File: config.mk
export PLATFORM = sky130hd
export DESIGN_NAME = t3a_merge
export DESIGN_NICKNAME = d
export VERILOG_FILES = /design/src/sv/t3a_pkg.sv /design/src/sv/t3a_merge.sv
export SDC_FILE = /design/constraint.sdc
export NUM_CORES = 1
export LEC_CHECK = 0
export ABC_AREA = 0
export BUFFER_PORTS_ARGS = -buffer_cell sky130_fd_sc_hd__buf_2
export CAP_MARGIN = 20
export CORE_AREA = 2 2 117 119
export CTS_CLUSTER_SIZE = 14
export DETAILED_ROUTE_END_ITERATION = 16
export DIE_AREA = 0 0 119 121
export MAX_ROUTING_LAYER = met4
export PLACE_DENSITY = 0.67
export SKIP_LAST_GASP = 1
export SLEW_MARGIN = 20
export SYNTH_ARGS = -nofsm -noshare
export SYNTH_HDL_FRONTEND = slang
export SYNTH_SLANG_ARGS = --single-unit
File: constraint.sdc
create_clock -name clock -period 4.7 [get_ports clock]
set_input_delay 0.94 -clock clock [delete_from_list [all_inputs] [get_ports clock]]
set_output_delay 0.94 -clock clock [all_outputs]
set_load 0.02 [all_outputs]
File: src/sv/t3a_pkg.sv
// ----------------------------------------------------------------------------
// t3a_pkg
// Shared types and constants for the 3x3 transform apply core.
// ----------------------------------------------------------------------------
package t3a_pkg;

   // width of every element field on the item ports
   localparam int FIELD_W = 32;

   // matrix dimension and row index field width
   localparam int MAT_DIM = 3;
   localparam int ROW_W   = 2;

   // item action codes
   localparam logic ACTION_LOAD  = 1'b0;
   localparam logic ACTION_APPLY = 1'b1;

   // per-stage advance enables, driven by the top-level flow control
   typedef struct packed {
      logic s1_en;   // capture products
      logic s2_en;   // capture rounded sums
      logic out_en;  // capture saturated result
   } stage_ctl_type;

endpackage

File: src/sv/t3a_merge.sv
// ----------------------------------------------------------------------------
// t3a_merge
// Merging stage: clips the three lane sums to the element range, combines
// the clip flags and holds the result item in the output register.
// ----------------------------------------------------------------------------
module t3a_merge #(
   parameter int ELEM_WIDTH = 32
) (
   input  logic                                    clock,
   input  t3a_pkg::stage_ctl_type                  ctl,
   input  logic signed [2*ELEM_WIDTH+1:0]          sum_x,
   input  logic signed [2*ELEM_WIDTH+1:0]          sum_y,
   input  logic signed [2*ELEM_WIDTH+1:0]          sum_z,
   output logic signed [t3a_pkg::FIELD_W-1:0]      out_x_ff,
   output logic signed [t3a_pkg::FIELD_W-1:0]      out_y_ff,
   output logic signed [t3a_pkg::FIELD_W-1:0]      out_z_ff,
   output logic                                    saturated_ff
);
   import t3a_pkg::*;

   localparam int SUM_W = 2 * ELEM_WIDTH + 2;
   localparam logic signed [SUM_W-1:0] MAXV =
      {{(SUM_W-ELEM_WIDTH+1){1'b0}}, {(ELEM_WIDTH-1){1'b1}}};
   localparam logic signed [SUM_W-1:0] MINV =
      {{(SUM_W-ELEM_WIDTH+1){1'b1}}, {(ELEM_WIDTH-1){1'b0}}};

   logic signed [SUM_W-1:0]      sums  [MAT_DIM];
   logic signed [ELEM_WIDTH-1:0] clipv [MAT_DIM];
   logic [MAT_DIM-1:0]           hit;

   assign sums[0] = sum_x;
   assign sums[1] = sum_y;
   assign sums[2] = sum_z;

   // per-lane clip against the signed element range
   always_comb begin
      for (int i = 0; i < MAT_DIM; i++) begin
         if (sums[i] > MAXV) begin
            clipv[i] = MAXV[ELEM_WIDTH-1:0];
            hit[i]   = 1'b1;
         end else if (sums[i] < MINV) begin
            clipv[i] = MINV[ELEM_WIDTH-1:0];
            hit[i]   = 1'b1;
         end else begin
            clipv[i] = sums[i][ELEM_WIDTH-1:0];
            hit[i]   = 1'b0;
         end
      end
   end

   // output register, sign-extended to the field width
   always_ff @(posedge clock) begin
      if (ctl.out_en) begin
         out_x_ff     <= FIELD_W'(clipv[0]);
         out_y_ff     <= FIELD_W'(clipv[1]);
         out_z_ff     <= FIELD_W'(clipv[2]);
         saturated_ff <= |hit;
      end
   end

endmodule

======== Word level (Yosys, flattened, before mapping) ========
Index checks and enable logic that the tools add are counted.
operators by class
  $lt $le $gt $ge ......................... 6
  multiplexer cells ....................... 9
  reduce and logical (&&, ||, !) cells .... 1
operators by type and width
  kind                    number
  $gt A66 B32 Y1 const B  3
  $lt A66 B32 Y1 const B  3
  $mux W32                3
  $mux W1                 6
  $reduce_or A3 Y1        1
storage, ports and cells
  register bits after elaboration ......... 97
  input bits .............................. 202
  output and inout bits ................... 97
  logic and storage cells ................. 20

======== Longest topological paths before layout ========
Gate-level depths: netlist of run 1.
  depth in word-level cells ............... 4
  depth in mapped cells ................... 6
  depth with buffers taken out ............ 5

======== Worst setup path after synthesis of run 1 ========
Ideal clock, no wire load.
  kind .................................... input-to-reg
  start point ............................. in sum_y[31]
  end point ............................... reg saturated_ff, data pin
  setup time .............................. 262 ps
  arrival ................................. 2213 ps
  data required time ...................... 4438 ps
  setup slack ............................. 2225 ps
  cell stages on the path ................. 5
  buffers on the path ..................... 0
  cells stage by stage .................... nand4_1 or4_4 o41ai_4 and4_1 nand3_1
between the ends
  longest elaborated chain between the ends .. 4
  elaborated cells between the ends (all ways) .. 5
  those cells by class .................... order compare: 2; mux: 2; reduce/logical: 1
RTL lines
  element                 line             RTL
  start: declaration      t3a_merge.sv:12  input logic signed [2*ELEM_WIDTH+1:0] sum_y,
  $lt A66 B32 Y1          t3a_merge.sv:41  end else if (sums[i] < MINV) begin
  $mux W1                 t3a_merge.sv:41
  $mux W1 *               t3a_merge.sv:38  if (sums[i] > MAXV) begin
  $reduce_or A3 Y1 *      t3a_merge.sv:57  saturated_ff <= |hit;
  end signal: assignment  t3a_merge.sv:57
  end: declaration        t3a_merge.sv:17  output logic saturated_ff
Mark *: on every way between the ends. The rest lies on a longest branch, timed or not.
A chain may end at the register's enable or synchronous reset.

======== Final worst setup path of run 1 ========
  start point ............................. in sum_x[37]
  end point ............................... reg saturated_ff, data pin
between the ends
  longest elaborated chain between the ends .. 4
  elaborated cells between the ends (all ways) .. 5
  those cells by class .................... order compare: 2; mux: 2; reduce/logical: 1
RTL lines
  element             line             RTL
  start: declaration  t3a_merge.sv:11  input logic signed [2*ELEM_WIDTH+1:0] sum_x,
  $lt A66 B32 Y1      t3a_merge.sv:41
  $mux W1             t3a_merge.sv:41
  $mux W1 *           t3a_merge.sv:38
  $reduce_or A3 Y1 *  t3a_merge.sv:57
Marked as above.

==> results.yml, run 1 <==
clock_network:
  cts_sinks: 97
  cts_made_buffers: 9
  root_buffer: "clkbuf_16"
  clock_path_buffers: 2
  post_cts_buffers: 0
  htreeDepth: 3
  path_clk_slew_ns: 0.07
  cts_hold_buf: 0
  cts-resized-gates: 0
  cts_tree: "yes"
logic_synthesis:
  yosys-top-cells-count: "190 x nand2_1, 97 x edfxtp_1, 24 x nand4_1, 24 x nor4_1, 9 x buf_6"
  avgSynthCellArea_um2: 11.39
  synth_seq_cells: 97
  synthTopCellsByArea: "edfxtp_1 67%, nand2_1 17%, nand4_1 3.5%"
  yosysMostFrequentCell: "nand2_1"
  synthFlopType: "edfxtp_1"
  yosysTopAreaCell: "edfxtp_1"
  synth-edff-count: 97
  yosys_warnings: 0
  ys_types: 18
  synth_async_sr_flop_share_pct: 0
  syn-num-nets: 581
  synthCells: 379
  synth.top_cell.area_share_pct: 67.46
  syn_area_mm2: 0.004318
  yosysSeqAreaShare_pct: 67.46
run_status:
  status: "completed"
floorplan:
  fp.dieH_um: 121
  die_x_um: 119
  start_util_pct: 33.00
  rows: 42
  die-area_mm2: 0.01440
  ioPinCount: 299
  coreArea_mm2: 0.01309
final_layout:
  finish.utilization_pct: 47.27
  layout-drive-gt1-share_pct: 48.00
  fin_nets: 872
  final_cells: 851
  fin_area_mm2: 0.006186
  diodes: 0
  area_growth_pct: 43.26
flow_run:
  cap_violations: 0
timing:
  period_share_pct: 58.10
  fin_tns_setup_ns: 0
  worstMarginPinSlew_ns: 1.024
  drv_slew: 0
  period_minus_slack_ns: 2.731
  fmax_ghz: 0.3662
  rsz0062_at_grt: "false"
  whs_ns: 0.8575
  finalHoldViolations: 0
  slew_headroom_pct: 31.73
  setup_viol: 0
global_routing:
  grt_usage_pct: 17.25
  grt_max_degree: 74
  grt_overflow: 0
  grt_pass1_vias: 3969
  grt_pass1_wl_mm: 18.82
  antenna_found_initial: 0
drt:
  post_drt_wl_per_cell_um: 14.54
  num_vias: 4057
  firstDrtPassIters: 4
  routed_via_density: 4.767
  first_iter_violations: 155
  route.detailed.drc: 0
  postRouteWirelength_mm: 12.38
  ant_nets: 0
worst_setup_path:
  cp_data_arrival_time_ns: 2.80
  critical-path-max-stage-delay_ns: 0.68
  startpoint_type: "primary input"
  cp-end-kind: "flop"
  path_max_fanout: 19
  critPathSlowestCell: "o41ai_4"
  crit_chain: "buf_2 > nand4_1 > or4_4 > o41ai_4 > buf_4 > nand3_1"
  crit_family: "simple AND/OR/NAND/NOR gates"
  cp.required_ns: 4.77
  cp_num_buf_inv: 2
  worstSetupPathType: "primary input to flop"
place:
  hpwlAfterDp_mm: 9.603
  dp_cells: 835
  gp_congestion: 0.8534
  portBuffers: 296
  place_area_mm2: 0.005913
power_and_ir_drop:
  p_per_area_mw_per_mm2: 338.2
  leakage_nw: 2.908
  ir_drop_mv: 0.1639
worst_hold_path:
  holdCritPathClass: "primary input to flop"
## flip-flops by register name, summed over array words and instances (netlist names)
signal,flops
out_x_ff,32
out_y_ff,32
out_z_ff,32
saturated_ff,1
## metal layers
metal / up-vias / GRT usage (%) / part of all wire (%)
met1: 1900 / 18.99 / 39
met2: 191 / 30.32 / 52
met5: - / - / 0
met4: 0 / 5.804 / 1.9
met3: 18 / 4.699 / 7.3
li1: 1948 / - / -
## path summary, 6_finish.rpt
| check | from | to | slack, ns | depth (start not counted) |
|---|---|---|---|---|
| worst max-delay path | sum_x[37] | saturated_ff | 1.97 | 6 |
| worst min-delay path | sum_y[15] | out_y_ff[15] | 0.86 | 3 |
## cells by family after synthesis
group / synth area share (%)
compound gates: 2.608
flops: 67.46
buf+inv: 3.391
simple gates: 26.54
## area by class of cell
| cell class | instances | area, µm² |
|---|---|---|
| Clock buffer | 10 | 229.0 |
| Tap cell | 176 | 220.2 |
| Fill cell | 1224 | 6899 |
| Sequential cell | 97 | 2913 |
| Timing Repair Buffer | 301 | 1521 |
| Multi-Input combinational cell | 261 | 1260 |
| Clock inverter | 6 | 42.54 |
## placed cells by master, fill, tap and decap left out
master	netlist	final
clkinv_4	0	1
or4_4	3	3
clkbuf_16	0	9
nand3_1	1	1
clkinv_2	0	1
or3_1	2	2
nor2_1	1	1
clkinvlp_4	0	1
a41o_2	0	1
nor3_1	3	3
nand2_1	190	190
clkbuf_1	5	1
or3_4	1	1
nand4_2	1	1
and3_1	2	2
o41ai_4	3	3
edfxtp_1	97	97
clkinv_1	0	1
and4_1	3	3
nand4_1	24	24
buf_2	0	295
a41o_1	3	2
nor4_1	24	24
inv_6	0	2
buf_4	0	6
## through the flow
step	total power, mW	worst slack, ns
after floorplan	1.244	2.225
after global placement	1.430	1.578
after detailed placement	1.440	1.545
after CTS	2.121	1.925
after global routing	2.191	1.771
final	2.092	1.969
## where the power goes
group / internal (mW) / switching (mW) / total, mW
sequential: 1.04 / 0.0171 / 1.05
combinational: 0.134 / 0.230 / 0.364
clock: 0.361 / 0.314 / 0.675
No activity file was read; power rests on OpenSTA's default activity.
==> run 2: changes to the inputs <==
--- a/config.mk
+++ b/config.mk
@@ -8,12 +8,12 @@
 export ABC_AREA = 0
 export BUFFER_PORTS_ARGS = -buffer_cell sky130_fd_sc_hd__buf_2
 export CAP_MARGIN = 20
-export CORE_AREA = 2 2 117 119
+export CORE_AREA = 2 2 118 120
 export CTS_CLUSTER_SIZE = 14
 export DETAILED_ROUTE_END_ITERATION = 16
-export DIE_AREA = 0 0 119 121
+export DIE_AREA = 0 0 120 122
 export MAX_ROUTING_LAYER = met4
-export PLACE_DENSITY = 0.67
+export PLACE_DENSITY = 0.66
 export SKIP_LAST_GASP = 1
 export SLEW_MARGIN = 20
 export SYNTH_ARGS = -nofsm -noshare
==> constraint.sdc (replaced) <==
create_clock -name clock -period 2.6 [get_ports clock]
set_input_delay 0.52 -clock clock [delete_from_list [all_inputs] [get_ports clock]]
set_output_delay 0.52 -clock clock [all_outputs]
set_load 0.02 [all_outputs]
==> run 2 against run 1 <==
Net effect:
- highest routed layer unchanged
- sequential share of layout area decreased by 0.64 points
- global-route usage decreased by 0.32 points
- critical path depth increased by 1
- die area increased by 1.7%
- routed wire length increased by 2.8%
- largest power group unchanged
==> results.yml, run 2 (synthesized netlist as in run 1, its figures left out) <==
final_layout:
  final_common_cell: "buf_2"
  mostFrequentLayoutCells: "295 x buf_2, 190 x nand2_1, 97 x edfxtp_1"
  reg_top3: "out_x_ff: 32 flops, out_y_ff: 32 flops, out_z_ff: 32 flops"
  fin_area_mm2: 0.006271
  fin_nets: 877
  finish.utilization_pct: 46.44
  area_growth_pct: 45.23
  layout-drive-gt1-share_pct: 48.53
drt:
  firstDrtPassIters: 4
  num_vias: 4104
  route.detailed.drc: 0
  ant_nets: 0
  routed_via_density: 4.767
  postRouteWirelength_mm: 12.72
  first_iter_violations: 220
  post_drt_wl_per_cell_um: 14.77
worst_setup_path:
  path_max_fanout: 31
  cp_data_arrival_time_ns: 2.13
  worstSetupPathType: "primary input to flop"
  crit_path_start: "sum_z[33]"
  cp.required_ns: 2.81
  cp-end-kind: "flop"
  startpoint_type: "primary input"
timing:
  period_share_pct: 73.74
  finalHoldViolations: 0
  fmax_ghz: 0.5216
  setup_viol: 0
  slew_headroom_pct: 65.57
  worstMarginPinSlew_ns: 0.5164
  drv_slew: 0
  rsz0062_at_grt: "false"
  period_minus_slack_ns: 1.917
  fin_tns_setup_ns: 0
floorplan:
  ioPinCount: 299
  die_x_um: 120
  rows: 43
  coreArea_mm2: 0.01350
  start_util_pct: 31.97
  die-area_mm2: 0.01464
  fp.dieH_um: 122
clock_network:
  cts_hold_buf: 0
  cts-resized-gates: 0
  cts_made_buffers: 9
  path_clk_slew_ns: 0.07
  post_cts_buffers: 0
  root_buffer: "clkbuf_16"
  cts_tree: "yes"
  cts_sinks: 97
  clock_path_buffers: 2
  htreeDepth: 3
global_routing:
  grt_pass1_vias: 3920
  grt_usage_pct: 16.93
  antenna_found_initial: 1
  grt_pass1_wl_mm: 18.69
  grt_max_degree: 98
  grt_overflow: 0
place:
  portBuffers: 296
  gp_congestion: 0.9412
  hpwlAfterDp_mm: 9.972
  place_area_mm2: 0.005981
flow_run:
  cap_violations: 0
power_and_ir_drop:
  leakage_nw: 2.955
  ir_drop_mv: 0.2819
  p_per_area_mw_per_mm2: 612.9
worst_hold_path:
  holdCritPathClass: "primary input to flop"
  hp-start: "sum_x[18]"
run_status:
  status: "completed"
[run 2: worst max-delay path, stage by stage]
cell and delay (ns):
buf_2 0.11, nand4_1 0.09, or4_4 0.53, o41ai_4 0.31, buf_4 0.37, nand2_1 0.11
nand2_1 0.07
[run 2: metal layers]
| metal | track usage (%) | up-vias | share of wire, % |
|---|---|---|---|
| met4 | 6.176 | 0 | 2.1 |
| met3 | 4.307 | 28 | 7.3 |
| met2 | 29.47 | 199 | 51 |
| met1 | 18.80 | 1916 | 39 |
| met5 | - | - | 0 |
| li1 | - | 1961 | - |
[run 2: stage by stage]
stage	power (mW)	worst slack, ns	instances	hold slack (ns)
floorplan	2.249	0.5454	379	0.6325
global placement	2.592	0.3193	844	0.7860
detailed placement	2.610	0.3102	844	0.7880
CTS	3.895	0.6703	860	0.4209
global route	4.017	0.5976	861	0.4252
finish	3.844	0.6827	861	0.4331
[run 2: layout make-up]
class	instances	area (µm²)
multi-input cells	261	1259
fillers	1311	7233
clock inverters	7	62.56
clock buffers	9	225.2
flip-flops and latches	97	2913
well taps	180	225.2
repair buffers	306	1584
diodes	1	2.502
[run 2: final timing paths]
check / endpoint / cells after the start
setup / recovery: out_z_ff[13] / 7
hold / removal: out_x_ff[18] / 3
[run 2: report_power, final]
| group | switching (mW) | leakage [nW] | internal [mW] |
|---|---|---|---|
| clock network | 0.606 | 0.144 | 0.669 |
| logic | 0.416 | 1.86 | 0.250 |
| registers | 0.0304 | 0.957 | 1.87 |
